[src/rtl/core/assert_macros.svh]
// Assertion helpers shared by the RTL.
`ifndef ASSERT_MACROS_SVH
`define ASSERT_MACROS_SVH

// Clocked property check, quiet while reset is active.
`define AST_PROP(lbl, clk, rst_n, prop) \
	lbl: assert property (@(posedge clk) disable iff (!rst_n) (prop)) \
		else $error("assertion failed");

// Condition that must hold at every clock edge out of reset.
`define AST_ALWAYS(lbl, clk, rst_n, cond) \
	`AST_PROP(lbl, clk, rst_n, cond)

`endif

[src/rtl/core/iegu_pkg.sv]
`timescale 1ns / 1ps

package iegu_pkg;

	// item selector codes
	localparam logic [2:0] FN_RAW   = 3'd0;
	localparam logic [2:0] FN_KEY   = 3'd1;
	localparam logic [2:0] FN_MOUSE = 3'd2;
	localparam logic [2:0] FN_BUF   = 3'd3;
	localparam logic [2:0] FN_RESET = 3'd4;

	// event slots within one item
	localparam logic [2:0] SL_FIRST = 3'd0;
	localparam logic [2:0] SL_Y     = 3'd1;
	localparam logic [2:0] SL_BTN0  = 3'd2;
	localparam logic [2:0] SL_BTN1  = 3'd3;
	localparam logic [2:0] SL_BTN2  = 3'd4;
	localparam logic [2:0] SL_SYNC  = 3'd5;

	// button masks
	localparam logic [2:0] BTN0_MASK = 3'h1;
	localparam logic [2:0] BTN1_MASK = 3'h2;
	localparam logic [2:0] BTN2_MASK = 3'h4;

	// event types and codes
	localparam logic [15:0] EV_SYN   = 16'h0000;
	localparam logic [15:0] EV_KEY   = 16'h0001;
	localparam logic [15:0] EV_REL   = 16'h0002;
	localparam logic [15:0] REL_X    = 16'h0000;
	localparam logic [15:0] REL_Y    = 16'h0001;
	localparam logic [15:0] BTN_L_CD = 16'h0110;
	localparam logic [15:0] BTN_R_CD = 16'h0111;
	localparam logic [15:0] BTN_M_CD = 16'h0112;

	localparam logic [31:0] SAT_MAX = 32'hFFFF_FFFF;

	typedef struct packed {
		logic [15:0] ev_type;
		logic [15:0] ev_code;
		logic [31:0] ev_value;
	} event_t;

	typedef struct packed {
		logic   en;
		event_t ev;
	} slot_t;

	function automatic logic [31:0] sat_inc(input logic [31:0] x);
		return (x == SAT_MAX) ? x : x + 32'd1;
	endfunction

endpackage

[src/rtl/core/iegu_slot_gen.sv]
`timescale 1ns / 1ps

// Decodes which event, if any, a slot of the current item queues.
module iegu_slot_gen (
	input  logic [2:0]   func,
	input  logic [2:0]   slot,
	input  logic [15:0]  event_type,
	input  logic [15:0]  event_code,
	input  logic [31:0]  event_value,
	input  logic         pressed,
	input  logic [31:0]  delta_x,
	input  logic [31:0]  delta_y,
	input  logic [2:0]   buttons,
	output iegu_pkg::slot_t slot_ev
);
	import iegu_pkg::*;

	always_comb begin
		slot_ev = '0;
		case (func)
			FN_RAW: begin
				slot_ev.en = (slot == SL_FIRST);
				slot_ev.ev = '{event_type, event_code, event_value};
			end
			FN_KEY: begin
				if (slot == SL_FIRST) begin
					slot_ev.en = 1'b1;
					slot_ev.ev = '{EV_KEY, event_code, {31'd0, pressed}};
				end else if (slot == SL_SYNC) begin
					slot_ev.en = 1'b1;
					slot_ev.ev = '{EV_SYN, 16'd0, 32'd0};
				end
			end
			FN_MOUSE: begin
				case (slot)
					SL_FIRST: begin
						slot_ev.en = (delta_x != 32'd0);
						slot_ev.ev = '{EV_REL, REL_X, delta_x};
					end
					SL_Y: begin
						slot_ev.en = (delta_y != 32'd0);
						slot_ev.ev = '{EV_REL, REL_Y, delta_y};
					end
					SL_BTN0: begin
						slot_ev.en = |(buttons & BTN0_MASK);
						slot_ev.ev = '{EV_KEY, BTN_L_CD, 32'd1};
					end
					SL_BTN1: begin
						slot_ev.en = |(buttons & BTN1_MASK);
						slot_ev.ev = '{EV_KEY, BTN_R_CD, 32'd1};
					end
					SL_BTN2: begin
						slot_ev.en = |(buttons & BTN2_MASK);
						slot_ev.ev = '{EV_KEY, BTN_M_CD, 32'd1};
					end
					SL_SYNC: begin
						slot_ev.en = 1'b1;
						slot_ev.ev = '{EV_SYN, 16'd0, 32'd0};
					end
					default: slot_ev = '0;
				endcase
			end
			default: slot_ev = '0;
		endcase
	end

endmodule

[config.mk]
export PLATFORM = sky130hd
export DESIGN_NAME = iegu_slot_gen
export DESIGN_NICKNAME = d
export VERILOG_FILES = /design/src/rtl/core/assert_macros.svh /design/src/rtl/core/iegu_pkg.sv /design/src/rtl/core/iegu_slot_gen.sv
export SDC_FILE = /design/constraint.sdc
export NUM_CORES = 1
export LEC_CHECK = 0
export ABC_AREA = 1
export BUFFER_PORTS_ARGS = -buffer_cell sky130_fd_sc_hd__buf_2
export CAP_MARGIN = 20
export CORE_AREA = 4 4 77 79
export DETAILED_ROUTE_END_ITERATION = 12
export DIE_AREA = 0 0 81 83
export PLACE_DENSITY = 0.72
export SYNTH_ARGS = -nofsm -noshare
export SYNTH_HDL_FRONTEND = slang
export SYNTH_SLANG_ARGS = --single-unit
[constraint.sdc]
create_clock -name vclk -period 2.5
set_input_delay 0.625 -clock vclk [all_inputs]
set_output_delay 0.625 -clock vclk [all_outputs]
set_load 0.01 [all_outputs]
; ---- After elaboration in Yosys (flattened, before gate mapping)
; Cells that the tools add are included.
[totals]
reg_bits = 0
latchBits = 0
ramBits = 0
rom_bits = 0
input_bits = 138
memories = 0
[classes]
addsub = 0
n_mul = 0
n_div = 0
n_lt_le_gt_ge = 0
eq_ne = 7
shift = 0
n_mux = 4
bitwise_logic = 0
reduce_logical = 4
[ops]
columns = cell, n
row1 = 65-bit case mux with 6 select lines, 1
row2 = 65-bit case mux with 3 select lines, 1
row3 = 65-bit 2-to-1 mux, 2
row4 = 32-bit nonzero test, 2
row5 = 3-bit by 2-bit == test with 1-bit output (second input constant), 3
row6 = 3-bit by 1-bit == test with 1-bit output (second input constant), 2
row7 = 3-bit == test (second input constant), 2
row8 = 3-bit logical NOT, 2

; ---- Depth between registers and ports, before layout
; Gate-level depths: netlist of run 1.
[depth]
ltp_word = 4
depth_mapped = 8
mapped_depth_nobuf = 8

; ---- Worst setup path before layout of run 1
; OpenSTA, ideal clock, no wires.
[synth_timing]
kind = input to output
from = in func[1]
to = out slot_ev[34] (netlist name)
t_arrival_ns = 1.428
path_slack_ns = 0.447
stages = 8
path_buffers = 1
cell_sequence = nor2_2 -> inv_2 -> nor2_4 -> inv_2 -> nand2_2 -> inv_2 -> buf_6 -> nor2_2
[synth_lines]
columns = item, line
row1 = "start, declared", iegu_slot_gen.sv:5  ; input logic [2:0] func,
row2 = "end, declared", iegu_slot_gen.sv:14  ; output iegu_pkg::slot_t slot_ev

==> out/qor.tcl, run 1 <==
set qor(core_region_area_um2) 5340
set qor(netlist_top_cells_count) {a22o_1, nor2_1, inv_1}
set qor(routabilityCongestion) 0.812
set qor(max-vdd-ir-drop_mv) 0.0640
set qor(post-route-drc-count) 0
set qor(wire_per_inst_um) 13.8
set qor(grtUsageMet1_pct) 19.0
set qor(fmax_mhz) 424
set qor(timing.critical_path.arrival_ns) 1.74
set qor(hold_path_origin) {event_code[4]}
set qor(type_of_the_worst_setup_path) {in2out}
set qor(largest_net_degree_at_the_start_of_global_routing) 35
set qor(vias_in_the_first_global_route) 2427
set qor(die_x_um) 81
set qor(io_pins) 203
set qor(worstPathBufferInverterCount) 4
set qor(crit_path_start_kind) {input port}
set qor(final-seq-area_um2) 0
set qor(post-dp-hpwl_um) 6310
set qor(worst_slew_margin_rel_pct) 74.3
set qor(end_kind) {output pin}
set qor(area_growth_pct) 82.0
set qor(cp_max_fo) 26
set qor(vias_per_cell) 4.70
set qor(fin_tns_setup_ns) 0
set qor(chipHeight_um) 83
set qor(grt_antenna_before_repair) 0
set qor(synth.top_cells.by_area) {a22o_1, nor2_1, inv_1}
set qor(post_dp_cell_area_um2) 2490
set qor(hold_viol) 0
set qor(power_per_cell_area_nw_per_um2) 133
set qor(timing.hold.worst_endpoint) {slot_ev[36]}
set qor(synth_seq_area_share_pct) 0
set qor(worst-endpoint-required_ns) 1.88
set qor(min_path_cells) 4
set qor(diodes_inserted) 0
set qor(final_period_minus_worst_setup_slack_ns) 2.36
set qor(setup_violations) 0
set qor(grt_use_met3_pct) 3.58
set qor(postSynthCellCount) 254
set qor(grtUsageTotal_pct) 19.2
set qor(yosysTopAreaCellShare_pct) 33.7
set qor(drt_pre_antenna_iters) 5
set qor(hp-class) {in2out}
set qor(p_leak_nw) 1.61
set qor(crit_path_max_delay_cell_type) {a22o_1}
set qor(path_delay_family) {buffers and inverters}
set qor(routed_wl_um) 7260
set qor(routed-via-count) 2465
set qor(synth.cell_area_um2) 1380
set qor(final_net_count) 593
set qor(drt_first_iter_violations) 81
set qor(synthDistinctLibCells) 20
set qor(drive_gt1_share_pct) 52.5
set qor(clock_buffer_count) 0
set qor(syn-num-nets) 392
set qor(synthesis.yosys.warnings) 0
set qor(timing.hold.ws_ns) 1.54
set qor(ant_nets) 0
set qor(post_synth.cell_area_avg_um2) 5.42
set qor(worst_setup_path_startpoint) {slot[1]}
set qor(layout.sequential_cells) 0
set qor(grt-ovfl-total) 0
set qor(floorplan.initialDensity_pct) 25.8
set qor(grt_most_used_layer) {met2}
set qor(final_min_period_over_clock_period_pct) 94.4
set qor(groute.layer.met2.usage_pct) 39.4
set qor(timing.critical_path.slowest_cell_delay_ns) 0.17
set qor(numPortBuffers) 203
set qor(max-cap-violations) 0
set qor(worstMarginPinSlew_ns) 0.382
set qor(timing.critical_path.cells) {buf_2 -> nor2_4 -> nand2_1 -> inv_2 -> buf_12 -> nand2_1 -> o21ai_0 -> a22o_1 -> buf_2}
set qor(placementRows) 27
set qor(report.final.slew_viol_count) 0
set qor(grt_first_pass_wirelength_um) 10700
set qor(floorplan.die_area_um2) 6720
set qor(status) {complete, no violations}
set qor(layout.cell_area.non_filler_um2) 2500
set qor(fillCellCount) 584
set qor(netlist.top_cell.by_area) {a22o_1}
## metal layers
metal / wire length [µm] / vias up
met5: 0 / -
met2: 3800 / 129
met3: 773 / 15
met4: 151 / 0
li1: - / 1251
met1: 2540 / 1070
## stage by stage
step,utilization (%),instances,setup WS [ns],power [mW]
after floorplan,-,254,0.447,0.147
after global placement,46.7,525,0.125,0.326
after detailed placement,46.7,525,0.0908,0.331
after CTS,46.7,525,0.0756,0.333
after global routing,46.9,525,-0.00320,0.367
final,46.9,525,0.139,0.333
## placed cells by master, fill, tap and decap left out, types with 2 or more instances in the layout
master and n:
inv_2 5, nor2_4 3, o21ai_0 14, nand2_2 3, inv_1 41, nor2_1 53, nor3_1 2, buf_12 3
buf_4 7, nand2_1 38, nor2_2 12, nand3_1 10, buf_2 203, a22o_1 53
## area by class of cell
type | instances | area [µm²] | area share [%]
inverter | 47 | 179 | 7.14
multi-input combinational | 193 | 1110 | 44.2
timing repair buffer | 213 | 1130 | 45.1
tap | 72 | 90.1 | 3.60
## worst max path at each step
stage	end	cells after the start
after detailed placement	slot_ev[26]	9
after global placement	slot_ev[47]	9
after global routing	slot_ev[26]	9
after floorplan	slot_ev[34]	8
after CTS	slot_ev[9]	8
final	slot_ev[26]	9
## repair_timing
item	4_1_cts	5_1_grt
endpoints found under the setup margin	0	34
hold buffers	0	0
gates resized for setup	0	3
buffers inserted	0	0
## worst min-delay path: stages
cell,delay (ns)
buf_2,0.08
nand2_1,0.04
nand2_1,0.05
buf_2,0.12
## cells by family (layout without fill, tap and decap cells)
family	after synthesis	in the layout	synth area share, %
and+or+nand+nor	122	122	38.6
AOI/OAI and AO/OA	71	71	41.1
buffers and inverters	61	260	20.3
## where the power goes
group	leakage (nW)	internal (mW)	total [mW]	switching, mW
logic	1.61	0.165	0.333	0.167
clock network	0	0	0	0
registers	0	0	0	0
total	1.61	0.165	0.333	0.167
Power figures use the tool's default switching activity.
==> run 2, diff against run 1 <==
- CAP_MARGIN: 20 -> default
- CORE_AREA: 4 4 77 79 -> 2 2 79 81
- PLACE_DENSITY: 0.72 -> 0.65
==> run 2 against run 1 <==
Net effect:
- total power shrank 0.40%
- first-iteration DRC count shrank 27%
- via count is essentially flat
- fmax grew 0.94%
- cell area grew 0.45%
- hold slack lost 0.00094 ns
- largest power group unchanged
==> out/qor.tcl, run 2 (synthesis gave the netlist of run 1 again) <==
set qor(drt_first_iter_violations) 59
set qor(grt_use_met3_pct) 1.09
set qor(core_region_area_um2) 5820
set qor(timing.critical_path.slowest_cell_delay_ns) 0.17
set qor(grt_first_pass_wirelength_um) 10400
set qor(post-route-drc-count) 0
set qor(grt-ovfl-total) 0
set qor(chipHeight_um) 83
set qor(layout.sequential_cells) 0
set qor(cp_max_fo) 30
set qor(clock_buffer_count) 0
set qor(fin_tns_setup_ns) 0
set qor(power_switching_share_pct) 49.8
set qor(drive_gt1_share_pct) 52.6
set qor(crit_path_max_delay_cell_type) {buf_12}
set qor(cell_internal_pwr_uw) 166
set qor(power.share.combinational_pct) 100.0
set qor(total_power_uw) 331
set qor(vias_in_the_first_global_route) 2346
set qor(type_of_the_worst_setup_path) {in2out}
set qor(seq_power_share_pct) 0
set qor(crit_path_start_kind) {input port}
set qor(vias_per_cell) 4.66
set qor(power_per_cell_area_nw_per_um2) 132
set qor(clock_power_share_pct) 0
set qor(floorplan.die_area_um2) 6720
set qor(min_path_cells) 4
set qor(utilization_pct) 43.3
set qor(worst-endpoint-required_ns) 1.88
set qor(max-vdd-ir-drop_mv) 0.0539
set qor(report.final.slew_viol_count) 0
set qor(grt_most_used_layer) {met2}
set qor(status) {complete, no violations}
set qor(net-switching-power_uw) 165
set qor(groute.layer.met2.usage_pct) 38.1
set qor(area_growth_pct) 82.8
set qor(hp-class) {in2out}
set qor(fillCellCount) 645
set qor(crit_top_cell) {nand2_1}
set qor(final-seq-area_um2) 0
set qor(routed-via-count) 2466
set qor(routabilityCongestion) 0.748
set qor(p_leak_nw) 1.62
set qor(post-dp-hpwl_um) 5810
set qor(ant_nets) 0
set qor(final_net_count) 594
set qor(cts_setup_buffers) 0
set qor(cts_repair_resize_count) 0
set qor(drt_pre_antenna_iters) 4
set qor(placementRows) 28
set qor(numPortBuffers) 203
set qor(timing.critical_path.cells) {buf_2 -> nor2_4 -> nand2_1 -> inv_2 -> buf_12 -> o21ai_0 -> nand3_1 -> nand2_1 -> nand2_1 -> buf_2}
set qor(layout.cells.most_common_list) {buf_2, a22o_1, nor2_1}
set qor(worst_slew_margin_rel_pct) 77.0
set qor(grt_antenna_before_repair) 0
set qor(hold_viol) 0
set qor(routed_wl_um) 6670
set qor(multi_input_area_um2) 1110
set qor(floorplan.initialDensity_pct) 23.7
set qor(grtUsageMet1_pct) 20.9
set qor(final_min_period_over_clock_period_pct) 93.6
set qor(worstMarginPinSlew_ns) 0.342
set qor(rsz0062_at_grt) {false}
set qor(timing.critical_path.arrival_ns) 1.71
set qor(cts-hold-fix-buffers) 0
set qor(io_pins) 203
set qor(setup_violations) 0
set qor(die_x_um) 81
set qor(final_period_minus_worst_setup_slack_ns) 2.34
set qor(diodes_inserted) 0
set qor(fmax_mhz) 428
set qor(max-cap-violations) 0
set qor(mostFrequentLayoutCell) {buf_2}
set qor(largest_net_degree_at_the_start_of_global_routing) 31
set qor(end_kind) {output pin}
set qor(grtUsageTotal_pct) 18.4
set qor(wire_per_inst_um) 12.6
==> run 2: changes by cell type in the layout (fill, tap and decap cells not counted), sizes merged <==
cell | before | now
buf | 213 | 214
==> run 2: worst max-delay path: cells and delay by family <==
kind | cells | cell delay (ns)
buf+inv | 4 | 0.53
compound gates | 1 | 0.10
simple gates | 5 | 0.46
==> run 2: layout make-up <==
| type | count | share of cell area (%) |
|---|---|---|
| inverters | 47 | 7.11 |
| well taps | 75 | 3.73 |
| multi-input cells | 193 | 44.0 |
| repair buffers | 214 | 45.2 |
==> run 2: path summary, 6_finish.rpt <==
kind / startpoint / end / slack, ns
max: slot[1] / slot_ev[64] / 0.16
min: event_code[4] / slot_ev[36] / 1.54
==> run 2: power groups by stage <==
stage	clock [mW]	sequential, mW	combinational (mW)
floorplan	0	0	0.147
global placement	0	0	0.325
detailed placement	0	0	0.330
CTS	0	0	0.332
global route	0	0	0.368
finish	0	0	0.331
==> run 2: layer usage <==
metal / part of all wire (%) / vias up
met2: 53 / 120
met3: 8.2 / 0
met4: 0 / 0
li1: - / 1250
met5: 0 / -
met1: 39 / 1096
==> run 2: stage by stage <==
step	cells	cell area [µm²]	setup WS (ns)	hold WS, ns
6_report	529	2520	0.161	1.54
4_1_cts	529	2500	0.0638	1.54
2_1_floorplan	254	1380	0.447	1.34
3_3_place_gp	529	2500	0.107	1.54
5_1_grt	529	2520	0.0454	1.56
3_5_place_dp	529	2500	0.0733	1.54
